## src/rtl/assert_macros.svh

```systemverilog
// Assertion shorthands shared by the RTL files of the rotation matrix core.
`ifndef ASSERT_MACROS_SVH
`define ASSERT_MACROS_SVH

// Condition that must hold at every clock edge outside reset.
`define AAR_ASSERT_ALWAYS(label, clk, rst, cond, msg) \
   label: assert property (@(posedge clk) disable iff (rst) (cond)) else $error(msg);

// Same-cycle implication.
`define AAR_ASSERT_IMPLY(label, clk, rst, ante, cons, msg) \
   label: assert property (@(posedge clk) disable iff (rst) (ante) |-> (cons)) else $error(msg);

`endif

```

## src/rtl/aar_pkg.sv

```systemverilog
// Shared types, constants and tables of the rotation matrix core.
`default_nettype none

package aar_pkg;

   // angle format
   localparam int HALF_TURN_DEG       = 180;
   localparam int ANGLE_FRAC          = 64;
   localparam int FULL_TURN           = 2 * HALF_TURN_DEG * ANGLE_FRAC;
   localparam int QUARTER_TURN        = FULL_TURN / 4;
   localparam int ZRED_W              = 14;

   // sine/cosine iterations
   localparam int TRIG_ITERATIONS_DEF = 16;
   localparam int MAX_STEPS           = 24;
   localparam int CZ_W                = 25;
   localparam int ONE_Q28             = 1 << 28;
   localparam int ONE_Q14             = 16384;
   localparam int CORDIC_X0           = 163008218;

   // normalization pipeline
   localparam int ROOT_STEPS          = 31;
   localparam int DIV_STEPS           = 48;
   localparam int DIV_REM0            = 1 << 14;
   localparam int UNIT_LAT            = 1 + ROOT_STEPS + DIV_STEPS + 1;
   localparam int MATRIX_LAT          = 3;

   localparam int QUEUE_DEPTH         = 4;

   typedef logic signed [31:0] q28_type;

   typedef struct packed {
      logic signed [16:0] angle_deg;
      logic signed [15:0] axis_x;
      logic signed [15:0] axis_y;
      logic signed [15:0] axis_z;
   } req_type;

   typedef struct packed {
      logic signed [15:0] r0c0;
      logic signed [15:0] r0c1;
      logic signed [15:0] r0c2;
      logic signed [15:0] r1c0;
      logic signed [15:0] r1c1;
      logic signed [15:0] r1c2;
      logic signed [15:0] r2c0;
      logic signed [15:0] r2c1;
      logic signed [15:0] r2c2;
      logic               zero_axis;
   } rsp_type;

   // classified word held in the queue
   typedef struct packed {
      logic signed [ZRED_W-1:0] zred;
      logic                     neg;
      logic                     zero;
      logic signed [15:0]       axis_x;
      logic signed [15:0]       axis_y;
      logic signed [15:0]       axis_z;
      logic [30:0]              sq_x;
      logic [30:0]              sq_y;
      logic [30:0]              sq_z;
   } work_type;

   typedef struct packed {
      q28_type c;
      q28_type s;
      q28_type t;
   } trig_type;

   typedef struct packed {
      q28_type ux;
      q28_type uy;
      q28_type uz;
      logic    zero;
   } unit_type;

   // atan(2^-i) in units of 2^-16 degree
   function automatic logic signed [CZ_W-1:0] atan_q16(input int idx);
      int v;
      unique case (idx)
         0:       v = 2949120;
         1:       v = 1740967;
         2:       v = 919879;
         3:       v = 466945;
         4:       v = 234379;
         5:       v = 117304;
         6:       v = 58666;
         7:       v = 29335;
         8:       v = 14668;
         9:       v = 7334;
         10:      v = 3667;
         11:      v = 1833;
         12:      v = 917;
         13:      v = 458;
         14:      v = 229;
         15:      v = 115;
         16:      v = 57;
         17:      v = 29;
         18:      v = 14;
         19:      v = 7;
         20:      v = 4;
         21:      v = 2;
         22:      v = 1;
         default: v = 0;
      endcase
      return CZ_W'(v);
   endfunction

endpackage

`default_nettype wire

```

## src/rtl/aar_if.sv

```systemverilog
// Request and response channel interfaces of the rotation matrix core.
`default_nettype none

interface aar_req_if;
   logic             valid;
   logic             ready;
   aar_pkg::req_type payload;

   modport source (output valid, output payload, input ready);
   modport sink   (input valid, input payload, output ready);
endinterface


`default_nettype wire

```

## src/rtl/aar_front.sv

```systemverilog
// Front end: angle reduction, axis squares, zero test and the word queue.
`default_nettype none
`include "assert_macros.svh"

module aar_front (
   input  logic              clock,
   input  logic              reset,
   aar_req_if.sink           req_if,
   input  logic              pop,
   output logic              head_valid,
   output aar_pkg::work_type head
);

   localparam int DEPTH   = aar_pkg::QUEUE_DEPTH;
   localparam int PTR_W   = (DEPTH > 1) ? $clog2(DEPTH) : 1;
   localparam int CNT_W   = $clog2(DEPTH + 1);
   localparam int FULL    = aar_pkg::FULL_TURN;
   localparam int QUARTER = aar_pkg::QUARTER_TURN;
   localparam int BIAS    = 3 * FULL;

   aar_pkg::work_type entry_ff [DEPTH];
   logic [PTR_W-1:0]  wr_ptr_ff, wr_ptr_in;
   logic [PTR_W-1:0]  rd_ptr_ff, rd_ptr_in;
   logic [CNT_W-1:0]  count_ff, count_in;

   logic               push;
   logic signed [18:0] biased;
   logic [17:0]        wrapped;
   logic [14:0]        rem;
   logic signed [15:0] zfold;
   logic               neg;
   logic signed [15:0] ax, ay, az;
   logic signed [31:0] px, py, pz;
   aar_pkg::work_type  work;

   function automatic logic [PTR_W-1:0] ptr_next(input logic [PTR_W-1:0] p);
      logic [PTR_W-1:0] n;
      if (p == PTR_W'(DEPTH - 1)) begin
         n = '0;
      end else begin
         n = p + 1'b1;
      end
      return n;
   endfunction

   // reduce into [0, 360) deg, then fold into [-90, 90] with a sign flag
   always_comb begin
      biased  = {{2{req_if.payload.angle_deg[16]}}, req_if.payload.angle_deg} + 19'(BIAS);
      wrapped = biased[17:0];
      priority if (wrapped >= 18'(5 * FULL)) begin
         rem = 15'(wrapped - 18'(5 * FULL));
      end else if (wrapped >= 18'(4 * FULL)) begin
         rem = 15'(wrapped - 18'(4 * FULL));
      end else if (wrapped >= 18'(3 * FULL)) begin
         rem = 15'(wrapped - 18'(3 * FULL));
      end else if (wrapped >= 18'(2 * FULL)) begin
         rem = 15'(wrapped - 18'(2 * FULL));
      end else if (wrapped >= 18'(FULL)) begin
         rem = 15'(wrapped - 18'(FULL));
      end else begin
         rem = wrapped[14:0];
      end
      priority if (rem <= 15'(QUARTER)) begin
         zfold = {1'b0, rem};
         neg   = 1'b0;
      end else if (rem <= 15'(3 * QUARTER)) begin
         zfold = {1'b0, rem} - 16'(2 * QUARTER);
         neg   = 1'b1;
      end else begin
         zfold = {1'b0, rem} - 16'(FULL);
         neg   = 1'b0;
      end
   end

   always_comb begin
      ax = req_if.payload.axis_x;
      ay = req_if.payload.axis_y;
      az = req_if.payload.axis_z;
      px = 32'(ax) * 32'(ax);
      py = 32'(ay) * 32'(ay);
      pz = 32'(az) * 32'(az);
      work.zred   = zfold[aar_pkg::ZRED_W-1:0];
      work.neg    = neg;
      work.zero   = (ax == '0) && (ay == '0) && (az == '0);
      work.axis_x = ax;
      work.axis_y = ay;
      work.axis_z = az;
      work.sq_x   = px[30:0];
      work.sq_y   = py[30:0];
      work.sq_z   = pz[30:0];
   end

   assign req_if.ready = (count_ff != CNT_W'(DEPTH));
   assign push         = req_if.valid && req_if.ready;
   assign head_valid   = (count_ff != '0);
   assign head         = entry_ff[rd_ptr_ff];

   always_comb begin
      wr_ptr_in = push ? ptr_next(wr_ptr_ff) : wr_ptr_ff;
      rd_ptr_in = pop ? ptr_next(rd_ptr_ff) : rd_ptr_ff;
      unique case ({push, pop})
         2'b10:   count_in = count_ff + 1'b1;
         2'b01:   count_in = count_ff - 1'b1;
         default: count_in = count_ff;
      endcase
   end

   always_ff @(posedge clock) begin
      if (reset) begin
         wr_ptr_ff <= '0;
         rd_ptr_ff <= '0;
         count_ff  <= '0;
      end else begin
         wr_ptr_ff <= wr_ptr_in;
         rd_ptr_ff <= rd_ptr_in;
         count_ff  <= count_in;
      end
   end

   always_ff @(posedge clock) begin
      if (push) begin
         entry_ff[wr_ptr_ff] <= work;
      end
   end

   `AAR_ASSERT_ALWAYS(a_queue_count_bound, clock, reset, count_ff <= CNT_W'(DEPTH), "queue count beyond depth")
   `AAR_ASSERT_IMPLY(a_pop_needs_word, clock, reset, pop, count_ff != '0, "pop from empty queue")

endmodule

`default_nettype wire

```

## src/flat_wrapper.sv

```systemverilog
// flat-port wrapper written by rule: the top's interface ports become plain ports
module aar_front_flat 
  (clock, reset, pop, head_valid, head, req_if_valid, req_if_payload, req_if_ready);
  aar_req_if req_if_i ();
  input  logic clock;
  input  logic reset;
  input  logic pop;
  output logic head_valid;
  output aar_pkg::work_type head;
  input wire logic [$bits(req_if_i.valid)-1:0] req_if_valid;
  input wire logic [$bits(req_if_i.payload)-1:0] req_if_payload;
  output wire logic [$bits(req_if_i.ready)-1:0] req_if_ready;
  assign req_if_i.valid = req_if_valid;
  assign req_if_i.payload = req_if_payload;
  assign req_if_ready = req_if_i.ready;
  aar_front u_core (.clock(clock), .reset(reset), .req_if(req_if_i), .pop(pop), .head_valid(head_valid), .head(head));
endmodule
```

## config.mk

```make
export PLATFORM = sky130hd
export DESIGN_NAME = aar_front_flat
export DESIGN_NICKNAME = d
export VERILOG_FILES = /design/src/rtl/aar_pkg.sv /design/src/rtl/aar_if.sv /design/src/rtl/aar_front.sv /design/src/flat_wrapper.sv
export VERILOG_INCLUDE_DIRS = /design/src /design/src/rtl
export SDC_FILE = /design/constraint.sdc
export NUM_CORES = 2
export LEC_CHECK = 0
export ABC_AREA = 1
export CAP_MARGIN = 20
export CORE_ASPECT_RATIO = 0.6
export CORE_UTILIZATION = 40
export DETAILED_ROUTE_END_ITERATION = 8
export DONT_BUFFER_PORTS = 1
export GPL_TIMING_DRIVEN = 0
export HOLD_SLACK_MARGIN = 0.03
export PLACE_DENSITY = 0.64
export SYNTH_ARGS = -nofsm -noshare
export SYNTH_HDL_FRONTEND = slang
export SYNTH_SLANG_ARGS = --single-unit
```

## constraint.sdc

```tcl
create_clock -name clock -period 9.2 [get_ports clock]
set_input_delay 0.46 -clock clock [delete_from_list [all_inputs] [get_ports clock]]
set_output_delay 0.46 -clock clock [all_outputs]
set_load 0.02 [all_outputs]
```

==> flow_summary_export.csv <==
group,metric,value,unit
die,fp.dieArea,128000,sq um
die,placementRows,100,
timing,finalSetupViolCount,0,
logic_synthesis,yosys.area_share.simple,8.92,%
global_routing,grt_pass1_wl,217,mm
cts,cts_tree,"yes",
layout,multi_input_area,26900,sq um
logic_synthesis,synth-seq-area-share,36.3,%
critical_path,cp-end-kind,"flip-flop",
worst_hold_path,hold_path_class,"in -> reg",
logic_synthesis,postSynthAreaPerCell,10.3,sq um
layout,syn_to_final_growth,10.3,%
logic_synthesis,ys_types,53,
die,core_area,124000,sq um
layout,fin_area,55700,sq um
cts,cts.clk_slew.worst_paths,0.07,ns
logic_synthesis,synth_seq_cells,613,
die,die_y,277,um
logic_synthesis,synthTopCellsByCount,"inv_1 (1171), fa_1 (688), edfxtp_1 (604)",
logic_synthesis,syn_inst,4912,
timing,tns,0,ns
critical_path,required,9.60,ns
drt,wl_per_cell,20.9,um
drt,antenna_left,0,
cts,clk_latency,0.71,ns
timing,slew-limit-headroom,24.2,%
layout,finalNetCount,6104,
placed_design,placedInstanceArea,53200,sq um
logic_synthesis,synth_compound_area_share,7.49,%
placed_design,place_hpwl,111,mm
placed_design,gp_congestion,0.949,
outcome,status,"complete, no violations",
worst_hold_path,hold_start,"req_if_payload[56]",
logic_synthesis,yosys.area.top_type,"edfxtp_1",
drt,first_pass_iters,5,
drt,drt_iter0_markers,3226,
logic_synthesis,synth.cell_area,50400,sq um
logic_synthesis,yosysMostFrequentCell,"inv_1",
timing,min_period_over_period,80.9,%
critical_path,cp.arrival,7.84,ns
global_routing,antenna_found_initial,10,
critical_path,crit_path_start_kind,"input port",
logic_synthesis,synth_area_leaders,"edfxtp_1 (36%), fa_1 (27%), inv_1 (8.7%)",
timing,worst_hold_slack,0.207,ns
worst_hold_path,whs_endpoint,"u_core.entry_ff[1][151]$_DFFE_PP_",
layout,register_area,18300,sq um
flow_run,cap_violations,0,
logic_synthesis,synth_top_area_share,36.0,%
timing,max_freq,134,MHz
drt,num_vias,34300,
critical_path,ff2ff_path_depth,7,
die,dieWidth,460,um
die,start_util,40.5,%
logic_synthesis,synth_top_family_by_area,"adder cells",
timing,period_minus_slack,7.44,ns
timing,finalHoldViolations,0,
critical_path,startpoint,"req_if_payload[35]",
global_routing,grt_max_degree,29,
placed_design,port_buffers,0,
worst_hold_path,hold_depth,2,
critical_path,critPathKind,"in -> reg",
die,ios,228,
cts,clock_path_buffers,3,
logic_synthesis,yosys.area_share.adder,34.3,%
timing,rsz0062_at_grt,"no",
drt,route.detailed.drc,0,
layout,fillCellCount,11700,
logic_synthesis,synth_top_flop_cell,"edfxtp_1",
timing,fin_skew,0.0814,ns
layout,drive_gt1_share,3.70,%
critical_path,timing.rr.end,"u_core.entry_ff[2][89]$_DFFE_PP_",
global_routing,grtUsageTotal,22.5,%
drt,drt-vias-per-instance,5.05,
cts,clock-sinks,613,
critical_path,rrSetupSlack,6.17,ns
global_routing,grt_pass1_vias,34800,
timing,drv_slew,0,
logic_synthesis,ys_async_sr_fraction,0,%
drt,drt_wl_total,142,mm
cts,htree_levels,2,
cts,cts_buffers,58,
critical_path,worstPathMaxFanout,10,
logic_synthesis,synthMuxAreaShare,0,%
cts,cts_root_buf,"clkbuf_16",
cts,cts_setup_buffers,0,
timing,tightest_slew,1.15,ns
logic_synthesis,synth-xor-area-share,2.57,%
logic_synthesis,ys.warnings.count,0,
logic_synthesis,synth_edf_count,604,
global_routing,overflow,0,
critical_path,r2r_start,"u_core.count_ff[0]$_SDFFE_PP0P_",
## cell families after synthesis
| family | Yosys count |
|---|---|
| flip-flops | 613 |
| other | 1 |
| XOR/XNOR | 148 |
| AO/OA/AOI/OAI | 679 |
| AND/OR/NAND/NOR | 1115 |
| adder cells (fa/ha/maj) | 970 |
| buffers and inverters | 1386 |
## metal layers
layer / routed length [um] / global-route usage, % / vias to the layer above
met4: 3080 / 4.67 / 2
li1: - / - / 15700
met3: 13600 / 5.73 / 149
met1: 65900 / 34.0 / 17200
met5: 12 / 0 / -
met2: 59900 / 32.4 / 1325
## state kept, by name, indices dropped and copies added (netlist names), named ones only
signal            cells
u_core.count_ff       3
u_core.entry_ff     604
u_core.rd_ptr_ff      2
u_core.wr_ptr_ff      2
## final cells by class
cell class | count | share of cell area, %
clock buffer | 67 | 2.67
tap | 1683 | 3.78
antenna | 3 | 0.0135
buffer | 205 | 1.45
sequential | 613 | 32.9
timing repair buffer | 91 | 2.18
inverter | 1181 | 7.97
clock inverter | 42 | 0.661
multi-input combinational | 2915 | 48.4
## layout by cell type, fill, tap and decap left out, drive strengths merged, types with 61 or more instances in the layout
master and count:
o21ai 358, ha 282, nand2 588, nor2 420
inv 1181, fa 688, a21oi 117, o22ai 151
edfxtp 604, clkbuf 244, buf 61, xor2 90
## worst max-delay path by stage
| stage | to | cells after the start | slack (ns) |
|---|---|---|---|
| 2_1_floorplan | u_core.entry_ff[0][100]$_DFFE_PP_ | 4 | 1.42 |
| 3_3_place_gp | u_core.entry_ff[0][103]$_DFFE_PP_ | 4 | -4.50 |
| 3_5_place_dp | u_core.entry_ff[2][90]$_DFFE_PP_ | 21 | 1.25 |
| 4_1_cts | u_core.entry_ff[2][90]$_DFFE_PP_ | 21 | 1.91 |
| 5_1_grt | u_core.entry_ff[2][90]$_DFFE_PP_ | 26 | 1.41 |
| 6_report | u_core.entry_ff[2][90]$_DFFE_PP_ | 21 | 1.76 |
## metrics by stage
step	instances	worst slack (ns)	util [%]
floorplan	4914	1.42	-
global placement	6597	-4.50	42.2
detailed placement	6628	1.25	42.7
CTS	6795	1.91	44.7
global route	6797	1.41	44.7
finish	6800	1.76	44.7
## worst max-delay path, stage by stage
cell and delay (ns):
clkbuf_1 0.57, buf_1 0.57, nand2_1 0.17, fa_1 0.56, inv_1 0.06, ha_1 0.18
a21oi_1 0.25, fa_1 0.48, fa_1 0.54, inv_1 0.05, fa_1 0.50, fa_1 0.43
ha_1 0.39, a21oi_1 0.17, a21boi_0 0.64, o21ai_0 0.47, a21oi_1 0.39, o21bai_1 0.18
a21oi_1 0.29, o21bai_1 0.12, xor2_1 0.35
## repair_timing
action                                 CTS  global route
gates resized for setup                  0             0
hold buffers                            58             0
endpoints found under the hold margin  233             0
Power is not shown: default switching activity piles up to over one toggle a cycle in this logic, so the estimate is an artifact.
